[src/rtl/m4m_pkg.sv]
// ----------------------------------------------------------------------------
// m4m_pkg
// shared constants, types and codes of the 4x4 fixed-point matrix multiplier
// ----------------------------------------------------------------------------
package m4m_pkg;

  // matrix shape and number format
  localparam int DIM       = 4;
  localparam int FRAC_BITS = 16;
  localparam int CELLS     = DIM * DIM;
  localparam int DIM_W     = $clog2(DIM);
  localparam int ADDR_W    = $clog2(CELLS);

  // field widths of the stream items
  localparam int IDX_W     = 4;
  localparam int DATA_W    = 32;
  localparam int FUNC_W    = 2;
  localparam int TDATA_W   = ((IDX_W + DATA_W + 7) / 8) * 8;
  localparam int PAD_W     = TDATA_W - IDX_W - DATA_W;

  // datapath widths: full product, shifted term, sum of DIM terms
  localparam int PROD_W    = 2 * DATA_W;
  localparam int TERM_W    = PROD_W - FRAC_BITS;
  localparam int SUM_W     = TERM_W + DIM_W;

  typedef logic [DIM_W-1:0]  cnt_t;
  typedef logic [ADDR_W-1:0] addr_t;

  localparam cnt_t  K_LAST   = cnt_t'(DIM - 1);
  localparam addr_t POS_LAST = addr_t'(CELLS - 1);

  // operation selector carried in the input tuser
  typedef enum logic [FUNC_W-1:0] {
    FUNC_LOAD_A  = 2'd0,
    FUNC_LOAD_B  = 2'd1,
    FUNC_COMPUTE = 2'd2
  } func_t;

  // sequencer states
  typedef enum logic {
    ST_IDLE = 1'b0,
    ST_RUN  = 1'b1
  } state_t;

  // one multiply-accumulate step issued by the sequencer
  typedef struct packed {
    logic  valid;
    cnt_t  k;
    addr_t pos;
    addr_t a_addr;
    addr_t b_addr;
  } m4m_issue_t;

  // one finished product element
  typedef struct packed {
    addr_t                    index;
    logic signed [DATA_W-1:0] value;
    logic                     sat;
    logic                     last;
  } m4m_result_t;

endpackage

[src/rtl/matrix4_multiply_core.sv]
// ----------------------------------------------------------------------------
// matrix4_multiply_core - 4x4 signed Q16.16 matrix multiplier, column-major
// loads are accepted back to back while no compute run is issuing
// compute: one product item per element, in index order (one shared
//   multiplier, 4 k steps per element); a stalled result output holds the
//   steps; input ready again once the run has issued its last step
// reset clears both stores at once (valid bits) and the pipeline; no sweep
// ----------------------------------------------------------------------------
module matrix4_multiply_core (
  input  logic                         clk,
  input  logic                         rst,
  // input items
  input  logic                         s_axis_tvalid,
  output logic                         s_axis_tready,
  input  logic [m4m_pkg::TDATA_W-1:0]  s_axis_tdata,  // element_index, element_value, pad
  input  logic [m4m_pkg::FUNC_W-1:0]   s_axis_tuser,  // func
  // result items
  output logic                         m_axis_tvalid,
  input  logic                         m_axis_tready,
  output logic [m4m_pkg::TDATA_W-1:0]  m_axis_tdata,  // result_index, result_value, pad
  output logic                         m_axis_tuser,  // saturated
  output logic                         m_axis_tlast
);

  logic                              busy;
  logic                              in_acc;
  logic                              start;
  logic                              we_a;
  logic                              we_b;
  logic                              in_range;
  logic                              adv;
  m4m_pkg::addr_t                    waddr;
  logic signed [m4m_pkg::DATA_W-1:0] wdata;
  logic signed [m4m_pkg::DATA_W-1:0] a_rd;
  logic signed [m4m_pkg::DATA_W-1:0] b_rd;
  m4m_pkg::m4m_issue_t               issue;
  m4m_pkg::m4m_result_t              result;
  logic [m4m_pkg::IDX_W-1:0]         element_index;

  // input decode
  assign s_axis_tready = !busy;
  assign in_acc        = s_axis_tvalid && s_axis_tready;
  assign element_index = s_axis_tdata[m4m_pkg::IDX_W-1:0];
  assign wdata         = s_axis_tdata[m4m_pkg::IDX_W +: m4m_pkg::DATA_W];
  assign in_range      = (32'(element_index) < m4m_pkg::CELLS);
  assign waddr         = m4m_pkg::addr_t'(element_index);
  assign we_a  = in_acc && in_range && (s_axis_tuser == m4m_pkg::FUNC_LOAD_A);
  assign we_b  = in_acc && in_range && (s_axis_tuser == m4m_pkg::FUNC_LOAD_B);
  assign start = in_acc && (s_axis_tuser == m4m_pkg::FUNC_COMPUTE);

  m4m_ctrl u_ctrl (
    .clk   (clk),
    .rst   (rst),
    .start (start),
    .adv   (adv),
    .busy  (busy),
    .issue (issue)
  );

  m4m_store u_store_a (
    .clk   (clk),
    .rst   (rst),
    .we    (we_a),
    .waddr (waddr),
    .wdata (wdata),
    .en    (adv),
    .raddr (issue.a_addr),
    .rdata (a_rd)
  );

  m4m_store u_store_b (
    .clk   (clk),
    .rst   (rst),
    .we    (we_b),
    .waddr (waddr),
    .wdata (wdata),
    .en    (adv),
    .raddr (issue.b_addr),
    .rdata (b_rd)
  );

  m4m_mac u_mac (
    .clk       (clk),
    .rst       (rst),
    .issue     (issue),
    .a_rd      (a_rd),
    .b_rd      (b_rd),
    .adv       (adv),
    .out_valid (m_axis_tvalid),
    .out_ready (m_axis_tready),
    .result    (result)
  );

  // output packing
  assign m_axis_tdata = {{m4m_pkg::PAD_W{1'b0}}, result.value,
                         m4m_pkg::IDX_W'(result.index)};
  assign m_axis_tuser = result.sat;
  assign m_axis_tlast = result.last;

  // no item is accepted while a compute run is issuing
  a_no_accept_busy: assert property (@(posedge clk) disable iff (rst)
    start |=> busy && !s_axis_tready)
    else $error("matrix4_multiply_core: ready while compute issuing");

endmodule

[src/rtl/m4m_store.sv]
// ----------------------------------------------------------------------------
// m4m_store
// one matrix store: single write port, registered read port, entries that
// were never written since reset read as zero
// ----------------------------------------------------------------------------
module m4m_store (
  input  logic                                clk,
  input  logic                                rst,
  input  logic                                we,
  input  m4m_pkg::addr_t                      waddr,
  input  logic signed [m4m_pkg::DATA_W-1:0]   wdata,
  input  logic                                en,
  input  m4m_pkg::addr_t                      raddr,
  output logic signed [m4m_pkg::DATA_W-1:0]   rdata
);

  logic signed [m4m_pkg::DATA_W-1:0] mem [m4m_pkg::CELLS];
  logic [m4m_pkg::CELLS-1:0]         valid;

  // storage array
  always_ff @(posedge clk) begin
    if (we) begin
      mem[waddr] <= wdata;
    end
  end

  // per-entry valid bits, cleared at reset
  always_ff @(posedge clk) begin
    if (rst) begin
      valid <= '0;
    end else if (we) begin
      valid[waddr] <= 1'b1;
    end
  end

  // registered read, held while the pipeline stalls
  always_ff @(posedge clk) begin
    if (en) begin
      rdata <= valid[raddr] ? mem[raddr] : '0;
    end
  end

  // a written entry is marked valid on the following cycle
  a_write_marks: assert property (@(posedge clk) disable iff (rst)
    we |=> valid[$past(waddr)])
    else $error("m4m_store: written entry not marked valid");

endmodule

[src/rtl/m4m_ctrl.sv]
// ----------------------------------------------------------------------------
// m4m_ctrl
// sequencer: walks column, row and k over all product elements and issues
// one read of each store per step
// ----------------------------------------------------------------------------
module m4m_ctrl (
  input  logic                clk,
  input  logic                rst,
  input  logic                start,
  input  logic                adv,
  output logic                busy,
  output m4m_pkg::m4m_issue_t issue
);

  m4m_pkg::state_t state, state_next;
  m4m_pkg::cnt_t   cnt_k, cnt_i, cnt_c;
  logic            step_last;

  assign step_last = (cnt_k == m4m_pkg::K_LAST) && (cnt_i == m4m_pkg::K_LAST) &&
                     (cnt_c == m4m_pkg::K_LAST);

  // next state
  always_comb begin
    state_next = state;
    case (state)
      m4m_pkg::ST_IDLE: begin
        if (start) begin
          state_next = m4m_pkg::ST_RUN;
        end
      end
      m4m_pkg::ST_RUN: begin
        if (adv && step_last) begin
          state_next = m4m_pkg::ST_IDLE;
        end
      end
      default: state_next = m4m_pkg::ST_IDLE;
    endcase
  end

  // outputs
  always_comb begin
    busy         = 1'b0;
    issue.valid  = 1'b0;
    issue.k      = cnt_k;
    issue.pos    = m4m_pkg::addr_t'(cnt_c * m4m_pkg::DIM + cnt_i);
    issue.a_addr = m4m_pkg::addr_t'(cnt_k * m4m_pkg::DIM + cnt_i);
    issue.b_addr = m4m_pkg::addr_t'(cnt_c * m4m_pkg::DIM + cnt_k);
    case (state)
      m4m_pkg::ST_IDLE: begin
        busy        = 1'b0;
        issue.valid = 1'b0;
      end
      m4m_pkg::ST_RUN: begin
        busy        = 1'b1;
        issue.valid = 1'b1;
      end
      default: begin
        busy        = 1'b0;
        issue.valid = 1'b0;
      end
    endcase
  end

  // state register
  always_ff @(posedge clk) begin
    if (rst) begin
      state <= m4m_pkg::ST_IDLE;
    end else begin
      state <= state_next;
    end
  end

  // k innermost, then row, then column
  always_ff @(posedge clk) begin
    if (rst) begin
      cnt_k <= '0;
      cnt_i <= '0;
      cnt_c <= '0;
    end else if (state == m4m_pkg::ST_IDLE) begin
      cnt_k <= '0;
      cnt_i <= '0;
      cnt_c <= '0;
    end else if (adv) begin
      if (cnt_k == m4m_pkg::K_LAST) begin
        cnt_k <= '0;
        if (cnt_i == m4m_pkg::K_LAST) begin
          cnt_i <= '0;
          cnt_c <= (cnt_c == m4m_pkg::K_LAST) ? '0 : cnt_c + 1'b1;
        end else begin
          cnt_i <= cnt_i + 1'b1;
        end
      end else begin
        cnt_k <= cnt_k + 1'b1;
      end
    end
  end

  // a run starts at the first element with k at zero
  a_run_starts_clean: assert property (@(posedge clk) disable iff (rst)
    state == m4m_pkg::ST_RUN && $past(state) == m4m_pkg::ST_IDLE |->
      cnt_k == '0 && cnt_i == '0 && cnt_c == '0)
    else $error("m4m_ctrl: run did not start at element zero");

  // a stalled step keeps its addresses
  a_stall_holds: assert property (@(posedge clk) disable iff (rst)
    issue.valid && !adv |=> issue.valid && $stable(issue.a_addr) &&
      $stable(issue.b_addr))
    else $error("m4m_ctrl: addresses moved during stall");

  // all k steps of one element are issued in a row, before the next element
  a_element_whole: assert property (@(posedge clk) disable iff (rst)
    issue.valid && adv && issue.k != m4m_pkg::K_LAST |=>
      issue.valid && issue.pos == $past(issue.pos))
    else $error("m4m_ctrl: element left before its last k step");

endmodule

[src/rtl/m4m_mac.sv]
// ----------------------------------------------------------------------------
// m4m_mac
// multiply-accumulate pipeline: tag stage aligned with the store reads,
// product register, shifted accumulate with saturation into the output item
// ----------------------------------------------------------------------------
module m4m_mac (
  input  logic                                clk,
  input  logic                                rst,
  input  m4m_pkg::m4m_issue_t                 issue,
  input  logic signed [m4m_pkg::DATA_W-1:0]   a_rd,
  input  logic signed [m4m_pkg::DATA_W-1:0]   b_rd,
  output logic                                adv,
  output logic                                out_valid,
  input  logic                                out_ready,
  output m4m_pkg::m4m_result_t                result
);

  // stage 1 tags, aligned with read data
  logic                              v1;
  m4m_pkg::cnt_t                     k1;
  m4m_pkg::addr_t                    pos1;
  // stage 2: product
  logic                              v2;
  m4m_pkg::cnt_t                     k2;
  m4m_pkg::addr_t                    pos2;
  logic signed [m4m_pkg::PROD_W-1:0] prod;
  // accumulate
  logic signed [m4m_pkg::SUM_W-1:0]  acc;
  logic signed [m4m_pkg::TERM_W-1:0] term;
  logic signed [m4m_pkg::SUM_W-1:0]  base;
  logic signed [m4m_pkg::SUM_W-1:0]  sum;
  logic                              ovf;
  logic                              fin;

  // the final step of an element may not overwrite an untaken item
  assign fin = v2 && (k2 == m4m_pkg::K_LAST);
  assign adv = !(fin && out_valid && !out_ready);

  // tag stage and product stage
  always_ff @(posedge clk) begin
    if (rst) begin
      v1 <= 1'b0;
      v2 <= 1'b0;
    end else if (adv) begin
      v1 <= issue.valid;
      v2 <= v1;
    end
  end

  always_ff @(posedge clk) begin
    if (adv) begin
      k1   <= issue.k;
      pos1 <= issue.pos;
      k2   <= k1;
      pos2 <= pos1;
      prod <= m4m_pkg::PROD_W'(a_rd) * m4m_pkg::PROD_W'(b_rd);
    end
  end

  // arithmetic shift is the upper bits of the product
  assign term = prod[m4m_pkg::PROD_W-1:m4m_pkg::FRAC_BITS];
  assign base = (k2 == '0) ? '0 : acc;
  assign sum  = base + {{(m4m_pkg::SUM_W - m4m_pkg::TERM_W){term[m4m_pkg::TERM_W-1]}}, term};

  // overflow when the bits above the 32-bit sign do not all agree
  assign ovf = !((&sum[m4m_pkg::SUM_W-1:m4m_pkg::DATA_W-1]) ||
                 (~|sum[m4m_pkg::SUM_W-1:m4m_pkg::DATA_W-1]));

  always_ff @(posedge clk) begin
    if (adv && v2 && !fin) begin
      acc <= sum;
    end
  end

  // output item register
  always_ff @(posedge clk) begin
    if (adv && fin) begin
      result.index <= pos2;
      result.sat   <= ovf;
      result.last  <= (pos2 == m4m_pkg::POS_LAST);
      if (!ovf) begin
        result.value <= sum[m4m_pkg::DATA_W-1:0];
      end else if (sum[m4m_pkg::SUM_W-1]) begin
        result.value <= {1'b1, {(m4m_pkg::DATA_W-1){1'b0}}};
      end else begin
        result.value <= {1'b0, {(m4m_pkg::DATA_W-1){1'b1}}};
      end
    end
  end

  always_ff @(posedge clk) begin
    if (rst) begin
      out_valid <= 1'b0;
    end else if (adv && fin) begin
      out_valid <= 1'b1;
    end else if (out_ready) begin
      out_valid <= 1'b0;
    end
  end

  // a clamped item holds one of the two range limits
  a_sat_limits: assert property (@(posedge clk) disable iff (rst)
    out_valid && result.sat |->
      result.value == {1'b0, {(m4m_pkg::DATA_W-1){1'b1}}} ||
      result.value == {1'b1, {(m4m_pkg::DATA_W-1){1'b0}}})
    else $error("m4m_mac: saturated item not at a limit");

  // while stalled the product stage does not move
  a_stall_freeze: assert property (@(posedge clk) disable iff (rst)
    !adv |=> $stable(prod) && $stable(k2) && $stable(pos2))
    else $error("m4m_mac: pipeline moved during stall");

endmodule

[config.mk]
export PLATFORM = sky130hd
export DESIGN_NAME = matrix4_multiply_core
export DESIGN_NICKNAME = d
export VERILOG_FILES = /design/src/rtl/m4m_pkg.sv /design/src/rtl/matrix4_multiply_core.sv /design/src/rtl/m4m_store.sv /design/src/rtl/m4m_ctrl.sv /design/src/rtl/m4m_mac.sv
export SDC_FILE = /design/constraint.sdc
export NUM_CORES = 2
export LEC_CHECK = 0
export BUFFER_PORTS_ARGS = -buffer_cell sky130_fd_sc_hd__buf_2
export CORE_ASPECT_RATIO = 0.75
export CORE_MARGIN = 4
export CORE_UTILIZATION = 55
export CTS_CLUSTER_DIAMETER = 60
export DETAILED_ROUTE_END_ITERATION = 8
export GPL_TIMING_DRIVEN = 1
export PLACE_DENSITY = 0.75
export SLEW_MARGIN = 25
export SYNTH_ARGS = -nofsm -noshare
export SYNTH_HDL_FRONTEND = slang
export SYNTH_SLANG_ARGS = --single-unit
[constraint.sdc]
create_clock -name clk -period 23.5 [get_ports clk]
set_clock_uncertainty 0.05 [all_clocks]
set_input_delay 5.875 -clock clk [delete_from_list [all_inputs] [get_ports clk]]
set_output_delay 5.875 -clock clk [all_outputs]
set_load 0.05 [all_outputs]
==> impl_metrics.yaml <==
clock_network:
  clk_pin_slew_worst_paths_ns: 0.06
  cts_resized: 0
  ctsRootBufferMaster: "clkbuf_16"
  clk_latency_ns: 0.78
  cts_tree: "yes"
  clkSinkCount: 1278
  cts_buffers: 118
  ctsLongestPathBuffers: 3
  cts_setup_buffers: 0
  hold_buffers: 0
  h-tree-depth: 3
die:
  pin_count: 90
  core_area_um2: 155000
  dieArea_um2: 164000
  num_rows: 125
  die_y_um: 351
  die_x_um: 466
  start_util_pct: 55.6
sta:
  fmax_mhz: 95.0
  slew_headroom_pct: 29.4
  fin_setup_tns_ns: 0
  hold_viol: 0
  whs_ns: 0.377
  fin_crit_sh_pct: 44.8
  rsz0062_at_grt: "no"
  tightest_slew_ns: 1.06
  final.setup.worst_slack_ns: 12.97
  setup_violations: 0
  period_needed_ns: 10.53
  drv_slew: 0
final_layout:
  final_cells: 8456
  post-route-util_pct: 60.0
  syn_to_final_growth_pct: 7.96
  final_cell_area_um2: 93300
  drive_above_1_share_pct: 12.2
  nets: 7624
setup_path:
  critical_path_class: "flop to flop"
  cp_slowest_cell: "clkinv_1"
  cp.required_ns: 23.97
  r2r_start: "u_store_b.rdata[31]"
  slowest_delay_ns: 1.06
  reg2reg_slack_ns: 12.97
  crit_buf_inv: 2
  cp_data_arrival_time_ns: 10.99
  worst-path-max-fanout: 26
  cp_top_family: "adder cells"
  crit_path_end_kind: "flop"
  cp_common_cell: "fa_1"
  worstReg2RegEnd: "u_mac.prod[62]"
  reg2regPathDepth: 23
  path_cells: "clkinv_1 -> nor2_1 -> fa_1 -> fa_1 -> fa_1 -> fa_1 -> fa_1 -> fa_1 -> fa_1 -> fa_1 -> ha_1 -> a21oi_1 -> o21ai_0 -> a2111oi_0 -> o21ai_0 -> a41oi_1 -> buf_4 -> o21ai_1 -> a221oi_1 -> o21ai_1 -> a211o_1 -> a21oi_1 -> xnor2_1"
  worstSetupStartpointType: "flop"
min_path:
  hold_start: "u_mac.k1[1]"
  hold_depth: 0
  hold_end: "u_mac.k2[1]"
  hold_path_class: "flop to flop"
logic_synthesis:
  seq_area_frac_synth_pct: 43.9
  yosys_most_used_dff: "edfxtp_1"
  async_flop_share_pct: 0
  yosys_warnings: 0
  ys_types: 82
  synth.avg_cell_area_um2: 13.8
  synthCells: 6276
  syn_area_um2: 86400
  synth_edf_count: 1236
  ys_ff_latch: 1278
pwr:
  comb_power_share_pct: 2.9
  pwr-share-seq_pct: 55.3
  vdd_drop_max_mv: 0.0702
  p_clk_share_pct: 41.8
  p_leak_nw: 37.6
  power_mw: 4.54
  p_per_area_nw_per_um2: 48.7
  swShare_pct: 20.9
  p_int_mw: 3.59
  power.net_switching_mw: 0.952
route:
  ant_nets: 0
  vias: 50700
  wl_mm: 211
  drc: 0
  drt_iter0_markers: 5824
  viasPerCell: 6.00
  firstDrtPassIters: 9
  wl_per_cell_um: 25.0
placed_design:
  place_congestion: 0.912
  pre_cts_slack_ns: 13.16
  portBuffers: 81
  placed_area_um2: 89400
  numPlacedInstances: 8236
  hpwl_mm: 137
global_routing:
  grt.total_usage_pct: 26.8
  antenna_found_initial: 8
  grt_overflow: 0
  grt_pass1_vias: 54800
  grt_pass1_wl_mm: 331
  grt_max_degree: 108
flow_run:
  drv_cap: 0
status:
  status: "finished clean"
==> placed cells by master (no fill, tap or decap), drive strengths merged, types with 10 or more instances in the layout <==
cell type and n:
nand3 20, nor2b 124, clkbuf 156, a21oi 115
o21bai 17, a21o 63, mux4 328, edfxtp 1236
dfxtp 42, fa 1082, nand2 559, nand4 33
nor2 167, and3 13, xnor2 72, nor3 31
o21ba 10, a21bo 30, o21a 16, inv 987
nand2b 12, a31oi 12, a211oi 10, and2 524
buf 198, ha 232, o21ai 66, xor2 31
clkinv 40
==> flip-flops by register name, indices dropped and copies added, names as in the netlist, 16 cells and up <==
name             flops
u_mac.acc           50
u_store_b.valid     16
u_store_b.mem      512
u_mac.prod          48
u_mac.result        38
u_store_a.rdata     32
u_store_a.mem      512
u_store_a.valid     16
u_store_b.rdata     32
==> final cells by class <==
cell class                 count  area (um2)
clock inverter                57         618
inverter                     982        3690
sequential                  1278       38000
antenna                        4        10.0
clock buffer                 156        3220
fill                       11500       62200
multi-input combinational   3686       43800
tap                         2095        2620
timing repair buffer         198        1380
==> layer usage <==
| metal | wire [um] | vias to the layer above | global-route usage, % |
|---|---|---|---|
| li1 | - | 20900 | - |
| met1 | 84300 | 26600 | 38.9 |
| met2 | 99100 | 2843 | 42.2 |
| met3 | 21100 | 365 | 4.64 |
| met4 | 6580 | 2 | 7.92 |
| met5 | 13 | - | 0 |
==> worst max-delay path by stage <==
stage	startpoint	end	depth (start not counted)
final	u_store_b.rdata[31]	u_mac.prod[62]	23
after floorplan	m_axis_tready	u_ctrl.cnt_c[0]	7
after detailed placement	u_store_b.rdata[31]	u_mac.prod[62]	23
after global placement	u_store_b.rdata[31]	u_mac.prod[62]	23
after CTS	u_store_b.rdata[31]	u_mac.prod[62]	23
after global routing	u_store_b.rdata[31]	u_mac.prod[62]	23
==> cell families (layout without fill, tap and decap cells) <==
kind of cell / count (synthesis) / after routing / synth area share (%)
and+or+nand+nor: 1520 / 1520 / 8.88
buffers and inverters: 1315 / 1393 / 5.76
adders and majority gates: 1314 / 1314 / 28.4
DFF: 1278 / 1278 / 43.9
AOI/OAI and AO/OA: 411 / 411 / 3.33
muxes: 334 / 334 / 8.62
xor gates and xnor gates: 103 / 103 / 1.04
other: 1 / 8 / 0.00434
==> power groups by stage <==
stage               Sequential, mW  Clock (mW)  Combinational, mW
finish                        2.51        1.90              0.134
global route                  2.51        2.03              0.143
CTS                           2.51        1.93              0.132
detailed placement            2.56           0              0.131
global placement              2.56           0              0.125
floorplan                     2.56           0             0.0689
==> cells in the mapped netlist, types with 5 or more instances <==
master    count  area share [%]
xor2_1       31            0.31
buf_2         8           0.046
o21bai_1     17            0.15
nand4_1      33            0.24
xnor2_1      72            0.73
nand2_1     559             2.4
o21ai_0      56            0.32
a31oi_1      12           0.087
a221oi_1      7           0.071
o31ai_1       9           0.078
and3_1       13           0.094
inv_1       981             4.3
a21bo_1      29            0.34
fa_1       1082              25
nand2b_1     12           0.087
o21a_1       16            0.14
and2_1      524             3.8
nor2_1      167            0.73
o21ai_1       8           0.046
nor4_1        6           0.043
edfxtp_1   1236              43
a21o_1       63            0.55
o211ai_1      5           0.043
nor2b_1     124            0.90
dfxtp_1      42            0.97
buf_1        31            0.13
o21ba_2      10            0.12
ha_1        232             3.4
mux4_2      328             8.5
or3_1         9           0.065
nor3_1       31            0.18
clkbuf_1    288             1.3
a21boi_0      5           0.043
a21oi_1     113            0.65
a211oi_1      9           0.078
nand3_1      20            0.12
a211o_1       5           0.051
and4_1        6           0.061
No activity file was read; power rests on OpenSTA's default activity.
